==> config.mk <==
export PLATFORM = sky130hd
export DESIGN_NAME = infix_to_postfix_converter
export DESIGN_NICKNAME = d
export VERILOG_FILES = /design/src/hdl/itp_pkg.sv /design/src/hdl/itp_ram.sv /design/src/hdl/itp_front.sv /design/src/hdl/itp_back.sv /design/src/hdl/infix_to_postfix_converter.sv
export SDC_FILE = /design/constraint.sdc
export NUM_CORES = 1
export LEC_CHECK = 0
export BUFFER_PORTS_ARGS = -buffer_cell sky130_fd_sc_hd__clkbuf_2
export CAP_MARGIN = 20
export CORE_MARGIN = 2
export CORE_UTILIZATION = 25
export DETAILED_ROUTE_END_ITERATION = 10
export SYNTH_ARGS = -nofsm -noshare
export SYNTH_HDL_FRONTEND = slang
export SYNTH_HIERARCHICAL = 1
export SYNTH_SLANG_ARGS = --single-unit
export TNS_END_PERCENT = 1
==> constraint.sdc <==
create_clock -name i_clk -period 9.28 [get_ports i_clk]
set_clock_uncertainty 0.15 [all_clocks]
set_input_delay 0.464 -clock i_clk [delete_from_list [all_inputs] [get_ports i_clk]]
set_output_delay 0.464 -clock i_clk [all_outputs]
set_load 0.01 [all_outputs]
==> src/hdl/itp_pkg.sv <==
// Shared types, character codes and precedence lookup for the infix-to-postfix converter.
// No dependencies; used by itp_front, itp_back and the top level.
package itp_pkg;

    localparam logic [7:0] CH_CARET  = 8'h5E;
    localparam logic [7:0] CH_SLASH  = 8'h2F;
    localparam logic [7:0] CH_STAR   = 8'h2A;
    localparam logic [7:0] CH_PLUS   = 8'h2B;
    localparam logic [7:0] CH_MINUS  = 8'h2D;
    localparam logic [7:0] CH_LPAREN = 8'h28;
    localparam logic [7:0] CH_RPAREN = 8'h29;
    localparam logic [7:0] CH_LOW_A  = 8'h61;
    localparam logic [7:0] CH_LOW_Z  = 8'h7A;

    // precedence ranks; rank 0 stands for precedence -1
    localparam logic [1:0] RANK_NONE = 2'd0;
    localparam logic [1:0] RANK_ADD  = 2'd1;
    localparam logic [1:0] RANK_MUL  = 2'd2;
    localparam logic [1:0] RANK_POW  = 2'd3;

    localparam logic [1:0] ST_OK        = 2'd0;
    localparam logic [1:0] ST_UNMATCHED = 2'd1;
    localparam logic [1:0] ST_OVERFLOW  = 2'd2;

    typedef enum logic [1:0] {
        K_LETTER,
        K_OPEN,
        K_CLOSE,
        K_OPER
    } t_kind;

    typedef struct packed {
        logic [7:0] symbol;
        logic       end_of_expression;
    } t_in_item;

    typedef struct packed {
        logic [7:0] out_symbol;
        logic       has_symbol;
        logic [1:0] status;
        logic       last;
    } t_out_item;

    typedef struct packed {
        t_kind      kind;
        logic [1:0] rank;
        logic [7:0] symbol;
        logic       fin;
    } t_cmd;

    function automatic logic [1:0] prec_rank(input logic [7:0] c);
        logic [1:0] r;
        case (c)
            CH_CARET:           r = RANK_POW;
            CH_STAR, CH_SLASH:  r = RANK_MUL;
            CH_PLUS, CH_MINUS:  r = RANK_ADD;
            default:            r = RANK_NONE;
        endcase
        return r;
    endfunction

endpackage

==> src/hdl/itp_ram.sv <==
// Generic single-write, single-read RAM with registered read data.
// No dependencies.
module itp_ram #(
    parameter int WIDTH = 8,
    parameter int DEPTH = 32
) (
    input  logic                     i_clk,
    input  logic                     i_we,
    input  logic [$clog2(DEPTH)-1:0] i_waddr,
    input  logic [WIDTH-1:0]         i_wdata,
    input  logic                     i_re,
    input  logic [$clog2(DEPTH)-1:0] i_raddr,
    output logic [WIDTH-1:0]         o_rdata
);

    logic [WIDTH-1:0] r_mem [DEPTH];
    logic [WIDTH-1:0] r_rdata;

    always_ff @(posedge i_clk) begin
        if (i_we) begin
            r_mem[i_waddr] <= i_wdata;
        end
        if (i_re) begin
            r_rdata <= r_mem[i_raddr];
        end
    end

    assign o_rdata = r_rdata;

endmodule

==> src/hdl/itp_front.sv <==
// Front end: accepts input characters, classifies them and queues commands (2 entries).
// Depends on itp_pkg.
module itp_front (
    input  logic              i_clk,
    input  logic              i_rst_n,
    input  logic              i_in_valid,
    output logic              o_in_stall,
    input  itp_pkg::t_in_item i_in_data,
    output logic              o_cmd_valid,
    output itp_pkg::t_cmd     o_cmd,
    input  logic              i_cmd_take
);

    itp_pkg::t_cmd r_q [2];
    logic          r_wptr;
    logic          r_rptr;
    logic [1:0]    r_cnt;
    itp_pkg::t_cmd cmd_in;
    logic          accept;

    always_comb begin
        cmd_in.symbol = i_in_data.symbol;
        cmd_in.fin    = i_in_data.end_of_expression;
        cmd_in.rank   = itp_pkg::prec_rank(i_in_data.symbol);
        if (i_in_data.symbol == itp_pkg::CH_LPAREN) begin
            cmd_in.kind = itp_pkg::K_OPEN;
        end else if (i_in_data.symbol == itp_pkg::CH_RPAREN) begin
            cmd_in.kind = itp_pkg::K_CLOSE;
        end else if (i_in_data.symbol inside {[itp_pkg::CH_LOW_A:itp_pkg::CH_LOW_Z]}) begin
            cmd_in.kind = itp_pkg::K_LETTER;
        end else begin
            cmd_in.kind = itp_pkg::K_OPER;
        end
    end

    assign o_in_stall  = (r_cnt == 2'd2);
    assign accept      = i_in_valid && !o_in_stall;
    assign o_cmd_valid = (r_cnt != 2'd0);
    assign o_cmd       = r_q[r_rptr];

    always_ff @(posedge i_clk) begin
        if (!i_rst_n) begin
            r_wptr <= 1'b0;
            r_rptr <= 1'b0;
            r_cnt  <= 2'd0;
        end else begin
            if (accept) begin
                r_wptr <= !r_wptr;
            end
            if (i_cmd_take) begin
                r_rptr <= !r_rptr;
            end
            case ({accept, i_cmd_take})
                2'b10:   r_cnt <= r_cnt + 2'd1;
                2'b01:   r_cnt <= r_cnt - 2'd1;
                default: r_cnt <= r_cnt;
            endcase
        end
        if (accept) begin
            r_q[r_wptr] <= cmd_in;
        end
    end

endmodule

==> src/hdl/itp_back.sv <==
// Back end: operator stack engine with a one-result hold stage and an output register.
// Depends on itp_pkg and itp_ram (stack storage).
module itp_back #(
    parameter int STACK_DEPTH = 32
) (
    input  logic               i_clk,
    input  logic               i_rst_n,
    input  logic               i_cmd_valid,
    input  itp_pkg::t_cmd      i_cmd,
    output logic               o_cmd_take,
    output logic               o_out_valid,
    input  logic               i_out_stall,
    output itp_pkg::t_out_item o_out_data
);

    localparam int CW = $clog2(STACK_DEPTH + 1);
    localparam int AW = $clog2(STACK_DEPTH);
    localparam logic [CW-1:0] DEPTH_C = CW'(STACK_DEPTH);

    typedef enum logic [1:0] {
        S_IDLE,
        S_EXEC,
        S_LOAD
    } t_state;

    t_state             r_state, n_state;
    itp_pkg::t_cmd      r_cmd, n_cmd;
    logic               r_main_done, n_main_done;
    logic [CW-1:0]      r_count, n_count;
    logic [7:0]         r_top, n_top;
    itp_pkg::t_out_item r_hold, n_hold;
    logic               r_hold_valid, n_hold_valid;
    itp_pkg::t_out_item r_out, n_out;
    logic               r_out_valid, n_out_valid;

    logic               out_free;
    logic               empty;
    logic               full;
    logic               pop_cond;
    logic               emit_req;
    itp_pkg::t_out_item emit_item;
    logic               do_push;
    logic               do_pop;
    logic               ram_re;
    logic [AW-1:0]      ram_raddr;
    logic [7:0]         ram_rdata;

    function automatic itp_pkg::t_out_item make_item(input logic [7:0] sym,
                                                     input logic       has,
                                                     input logic [1:0] st);
        itp_pkg::t_out_item it;
        it.out_symbol = sym;
        it.has_symbol = has;
        it.status     = st;
        it.last       = 1'b0;
        return it;
    endfunction

    assign out_free = !r_out_valid || !i_out_stall;
    assign empty    = (r_count == '0);
    assign full     = (r_count >= DEPTH_C);
    assign pop_cond = (r_cmd.kind == itp_pkg::K_OPER) && !empty
                      && (r_cmd.rank <= itp_pkg::prec_rank(r_top));

    always_comb begin
        n_state      = r_state;
        n_cmd        = r_cmd;
        n_main_done  = r_main_done;
        n_count      = r_count;
        n_top        = r_top;
        n_hold       = r_hold;
        n_hold_valid = r_hold_valid;
        n_out        = r_out;
        n_out_valid  = r_out_valid;
        o_cmd_take   = 1'b0;
        emit_req     = 1'b0;
        emit_item    = make_item(8'd0, 1'b0, itp_pkg::ST_OK);
        do_push      = 1'b0;
        do_pop       = 1'b0;

        if (r_out_valid && !i_out_stall) begin
            n_out_valid = 1'b0;
        end

        case (r_state)
            S_IDLE: begin
                if (i_cmd_valid) begin
                    o_cmd_take  = 1'b1;
                    n_cmd       = i_cmd;
                    n_main_done = 1'b0;
                    n_state     = S_EXEC;
                end
            end
            S_EXEC: begin
                if (!r_main_done) begin
                    case (r_cmd.kind)
                        itp_pkg::K_LETTER: begin
                            if (out_free) begin
                                emit_req    = 1'b1;
                                emit_item   = make_item(r_cmd.symbol, 1'b1, itp_pkg::ST_OK);
                                n_main_done = 1'b1;
                            end
                        end
                        itp_pkg::K_OPEN, itp_pkg::K_OPER: begin
                            if (pop_cond) begin
                                if (out_free) begin
                                    emit_req  = 1'b1;
                                    emit_item = make_item(r_top, 1'b1, itp_pkg::ST_OK);
                                    do_pop    = 1'b1;
                                end
                            end else if (full) begin
                                if (out_free) begin
                                    emit_req    = 1'b1;
                                    emit_item   = make_item(8'd0, 1'b0, itp_pkg::ST_OVERFLOW);
                                    n_main_done = 1'b1;
                                end
                            end else begin
                                do_push     = 1'b1;
                                n_main_done = 1'b1;
                            end
                        end
                        itp_pkg::K_CLOSE: begin
                            if (!empty && r_top != itp_pkg::CH_LPAREN) begin
                                if (out_free) begin
                                    emit_req  = 1'b1;
                                    emit_item = make_item(r_top, 1'b1, itp_pkg::ST_OK);
                                    do_pop    = 1'b1;
                                end
                            end else if (!empty) begin
                                do_pop      = 1'b1;
                                n_main_done = 1'b1;
                            end else if (out_free) begin
                                emit_req    = 1'b1;
                                emit_item   = make_item(8'd0, 1'b0, itp_pkg::ST_UNMATCHED);
                                n_main_done = 1'b1;
                            end
                        end
                        default: begin
                            n_main_done = 1'b1;
                        end
                    endcase
                end else if (r_cmd.fin && !empty) begin
                    if (out_free) begin
                        emit_req  = 1'b1;
                        emit_item = make_item(r_top, 1'b1, itp_pkg::ST_OK);
                        do_pop    = 1'b1;
                    end
                end else if (r_cmd.fin) begin
                    if (out_free) begin
                        n_out        = r_hold_valid ? r_hold
                                                    : make_item(8'd0, 1'b0, itp_pkg::ST_OK);
                        n_out.last   = 1'b1;
                        n_out_valid  = 1'b1;
                        n_hold_valid = 1'b0;
                        n_state      = S_IDLE;
                    end
                end else if (r_hold_valid) begin
                    if (out_free) begin
                        n_out        = r_hold;
                        n_out_valid  = 1'b1;
                        n_hold_valid = 1'b0;
                        n_state      = S_IDLE;
                    end
                end else begin
                    n_state = S_IDLE;
                end
            end
            S_LOAD: begin
                n_top   = ram_rdata;
                n_state = S_EXEC;
            end
            default: begin
                n_state = S_IDLE;
            end
        endcase

        if (emit_req) begin
            if (r_hold_valid) begin
                n_out       = r_hold;
                n_out_valid = 1'b1;
            end
            n_hold       = emit_item;
            n_hold_valid = 1'b1;
        end
        if (do_push) begin
            n_top   = r_cmd.symbol;
            n_count = r_count + CW'(1);
        end
        if (do_pop) begin
            n_count = r_count - CW'(1);
            n_state = S_LOAD;
        end
    end

    // next top lives one entry below the current top
    assign ram_re    = do_pop && (r_count >= CW'(2));
    assign ram_raddr = AW'(r_count - CW'(2));

    itp_ram #(
        .WIDTH (8),
        .DEPTH (STACK_DEPTH)
    ) u_stack (
        .i_clk   (i_clk),
        .i_we    (do_push),
        .i_waddr (AW'(r_count)),
        .i_wdata (r_cmd.symbol),
        .i_re    (ram_re),
        .i_raddr (ram_raddr),
        .o_rdata (ram_rdata)
    );

    always_ff @(posedge i_clk) begin
        if (!i_rst_n) begin
            r_state      <= S_IDLE;
            r_main_done  <= 1'b0;
            r_count      <= '0;
            r_hold_valid <= 1'b0;
            r_out_valid  <= 1'b0;
        end else begin
            r_state      <= n_state;
            r_main_done  <= n_main_done;
            r_count      <= n_count;
            r_hold_valid <= n_hold_valid;
            r_out_valid  <= n_out_valid;
        end
        r_cmd  <= n_cmd;
        r_top  <= n_top;
        r_hold <= n_hold;
        r_out  <= n_out;
    end

    assign o_out_valid = r_out_valid;
    assign o_out_data  = r_out;

    a_count_bound: assert property (@(posedge i_clk) disable iff (!i_rst_n)
        r_count <= DEPTH_C)
        else $error("stack count above depth");

    a_push_not_full: assert property (@(posedge i_clk) disable iff (!i_rst_n)
        do_push |-> (r_count < DEPTH_C))
        else $error("push into full stack");

    a_idle_hold_empty: assert property (@(posedge i_clk) disable iff (!i_rst_n)
        (r_state == S_IDLE) |-> !r_hold_valid)
        else $error("result left in hold stage between items");

    a_last_not_overflow: assert property (@(posedge i_clk) disable iff (!i_rst_n)
        (r_out_valid && r_out.last) |-> (r_out.status != itp_pkg::ST_OVERFLOW))
        else $error("overflow reported on final transfer");

    a_status_only_zero: assert property (@(posedge i_clk) disable iff (!i_rst_n)
        (r_out_valid && !r_out.has_symbol) |-> (r_out.out_symbol == 8'd0))
        else $error("status-only transfer carries a symbol");

endmodule

==> src/hdl/infix_to_postfix_converter.sv <==
// Infix-to-postfix converter: front classifier/queue, back stack engine, output register.
// A letter passes through the queue, the command register and the hold stage to the output register.
// The back end finishes one character, popping stack entries (a matched '(' too), before it takes the next;
// a full, stalled output register holds the back end while the 2-entry queue takes input.
// Reset (synchronous, active low) empties the queue and the stack; stack RAM is not cleared.
module infix_to_postfix_converter #(
    parameter int STACK_DEPTH = 32
) (
    input  logic               i_clk,
    input  logic               i_rst_n,
    input  logic               i_in_valid,
    output logic               o_in_stall,
    input  itp_pkg::t_in_item  i_in_data,
    output logic               o_out_valid,
    input  logic               i_out_stall,
    output itp_pkg::t_out_item o_out_data
);

    logic          cmd_valid;
    itp_pkg::t_cmd cmd;
    logic          cmd_take;

    itp_front u_front (
        .i_clk       (i_clk),
        .i_rst_n     (i_rst_n),
        .i_in_valid  (i_in_valid),
        .o_in_stall  (o_in_stall),
        .i_in_data   (i_in_data),
        .o_cmd_valid (cmd_valid),
        .o_cmd       (cmd),
        .i_cmd_take  (cmd_take)
    );

    itp_back #(
        .STACK_DEPTH (STACK_DEPTH)
    ) u_back (
        .i_clk       (i_clk),
        .i_rst_n     (i_rst_n),
        .i_cmd_valid (cmd_valid),
        .i_cmd       (cmd),
        .o_cmd_take  (cmd_take),
        .o_out_valid (o_out_valid),
        .i_out_stall (i_out_stall),
        .o_out_data  (o_out_data)
    );

endmodule
==> results.json <==
{
  "final_area_mm2": 0.0163,
  "cp-endpoint": "u_back/u_stack/r_mem[11][2]",
  "die_y_um": 241,
  "port_buffers": 26,
  "gr-usage-all-layers_pct": 10.1,
  "synthFlopType": "edfxtp_1",
  "area_growth_pct": 15.7,
  "syn_nets": 776,
  "hold_class": "in2reg",
  "die-area_mm2": 0.0583,
  "dpl_cell_area_mm2": 0.0151,
  "antenna_found_initial": 0,
  "layout_commonest_cell": "edfxtp_1",
  "grt_pass1_vias": 6915,
  "crit_arrival_ns": 4.74,
  "synth_top_area_share_pct": 68.6,
  "cts_tree": "built",
  "final_cell_mix": "322 x edfxtp_1, 80 x mux4_2, 47 x nor2_1",
  "r2r-end": "u_back/u_stack/r_mem[11][2]",
  "syn_inst": 753,
  "cts_resized": 0,
  "setup_viol": 0,
  "initial_core_util_pct": 25.1,
  "synth-seq-cells": 350,
  "worstRegToRegCells": 12,
  "yosysWarningCount": 6,
  "r2r_slack_ns": 4.53,
  "max_freq_ghz": 0.211,
  "clkTransAtPathRegs_ns": 0.06,
  "route.detailed.drc": 0,
  "clock_path_buffers": 3,
  "synth-edff-count": 322,
  "synth-seq-area-share_pct": 72.6,
  "cap_violations": 0,
  "slew_viol_final": 0,
  "drt-vias-per-instance": 4.44,
  "final_cells": 1580,
  "fin_tns_setup_ns": 0,
  "rsz0062_at_grt": "no",
  "worstReg2RegStart": "u_back/r_top[6]",
  "insertion_delay_ns": 0.51,
  "dp_hpwl_um": 18300,
  "finalHoldViolations": 0,
  "worstSetupStartpointType": "flip-flop",
  "drt_pass1_iterations": 5,
  "nets": 822,
  "wirelength_um": 29500,
  "antenna_cells": 0,
  "synth_area_leaders": "edfxtp_1 69%, mux4_2 13%, dfxtp_1 4.0%",
  "row_count": 87,
  "cts_buffers": 37,
  "antenna_left": 0,
  "core_area_mm2": 0.0561,
  "grt_overflow": 0,
  "num_vias": 7015,
  "path_class": "reg2reg",
  "cp-end-kind": "flip-flop",
  "place_inst": 1515,
  "cts_root_buffer": "clkbuf_16",
  "status": "finished clean",
  "timing.final.crit_share_pct": 51.2,
  "drt-initial-drc-count": 571,
  "post_cts_buffers": 0,
  "grt_pass1_wl_um": 44200,
  "crit_fanout": 20,
  "worstSetupStartpoint": "u_back/r_top[6]",
  "slew_headroom_pct": 34.8,
  "hold_buffers": 0,
  "io_pins": 27,
  "cts.sinks": 350,
  "total_power_mw": 4.92,
  "cts_max_level": 2,
  "gp_congestion": 0.795,
  "required_ns": 9.27,
  "post-route-min-period_ns": 4.75,
  "vdd.ir_drop.worst_uv": 128,
  "ys_types": 65,
  "synth_area_mm2": 0.0141,
  "cellLeakagePower_nw": 5.19,
  "grt_max_degree": 54,
  "powerDensity_mw_per_mm2": 302,
  "avgSynthCellArea_um2": 18.7,
  "async_reset_ff_share_pct": 0,
  "post_drt_wl_per_cell_um": 18.6,
  "worstMarginPinSlew_ns": 0.978,
  "yosysTopAreaCell": "edfxtp_1",
  "drive_gt1_share_pct": 26.0,
  "die_x_um": 241
}
[worst max-delay path: stages (launching register included)]
cell	delay, ns
edfxtp_1	0.44
nor4b_4	0.38
a21oi_1	0.11
o21ai_0	0.17
nand3_1	0.11
ha_1	0.30
nor2b_1	0.13
o21ai_0	0.16
a21bo_2	0.26
nand3b_1	0.44
inv_2	0.41
nand3_1	0.48
nor2_1	0.82
[flip-flops by register name, summed over array words and instances (netlist names), named ones only]
name                    cells
u_back/o_out_data          12
u_back/o_out_valid          1
u_back/r_cmd               13
u_back/r_count              6
u_back/r_hold              11
u_back/r_hold_valid         1
u_back/r_main_done          1
u_back/r_state              2
u_back/r_top                8
u_back/u_stack/o_rdata      8
u_back/u_stack/r_mem      256
u_front/r_cnt               2
u_front/r_q                26
u_front/r_rptr              1
u_front/r_wptr              1
[per-layer routing]
layer  vias to the layer above  part of all wire, %  global-route usage [%]
li1                       3133                    -                       -
met5                         -                    0                       0
met4                         0                  2.5                    3.52
met3                        48                  5.3                    1.74
met1                      3638                   44                    13.9
met2                       196                   48                    16.1
[stage by stage]
| step | setup slack [ns] | hold slack [ns] | util [%] |
|---|---|---|---|
| 3_3_place_gp | 4.68 | 0.293 | 26.9 |
| 5_1_grt | 4.10 | 0.00601 | 29.1 |
| 2_1_floorplan | 5.41 | 0.286 | - |
| 4_1_cts | 4.52 | 0.000331 | 29.1 |
| 6_report | 4.53 | 0.0140 | 29.1 |
| 3_5_place_dp | 4.57 | 0.300 | 26.9 |
[area by class of cell]
cell class              instances  area [um2]
clock buffers                  44         995
clock inverters                20         204
fillers                      5469       39700
inverters                      21        78.8
multi-input cells             349        3620
flip-flops and latches        350       10200
well taps                     756         946
repair buffers                 40         233
[cell usage after synthesis (all sizes together) (2+ instances only)]
master  count
or2         2
xnor2       6
nor4b       5
a21oi      16
nor2b       9
o311a       2
or3b        3
o211ai      4
and3        5
nor3        3
or3         5
nand3       9
mux2       21
nand3b      6
nand2      40
a22oi       2
o21ai      16
inv        21
a31oi       2
a22o       19
clkbuf     14
o31a        2
buf        19
dfxtp      28
nor2       47
o31ai       3
a21boi      2
o21a        2
xor2        3
nand2b      3
edfxtp    322
mux4       80
a311oi      3
ha          9
a21o        3
[cell families after synthesis]
family	after synthesis	synth area share, %
multiplexers	101	14.5
XOR/XNOR	9	0.559
AO/OA/AOI/OAI	85	4.45
adder cells (fa/ha/maj)	10	0.941
buffers and inverters	54	1.79
flip-flops	350	72.6
AND/OR/NAND/NOR	144	5.24
[worst min path at each step]
stage	startpoint	end	slack (ns)	cells after the start
2_1_floorplan	u_back/r_hold[11]	u_back/o_out_data[11]	0.29	1
3_3_place_gp	u_back/r_hold[1]	u_back/o_out_data[1]	0.29	1
3_5_place_dp	u_back/r_hold[4]	u_back/o_out_data[4]	0.30	1
4_1_cts	i_in_data[0]	u_front/r_q[1][0]	0.0003	1
5_1_grt	i_in_data[0]	u_front/r_q[1][0]	0.006	1
6_report	i_in_data[0]	u_front/r_q[1][0]	0.01	1
[where the power goes]
group          internal [mW]  switching [mW]
registers               2.01           0.111
clock network          0.875           0.566
logic                  0.598           0.764
total                   3.48            1.44
(Power assumes the default switching activity.)
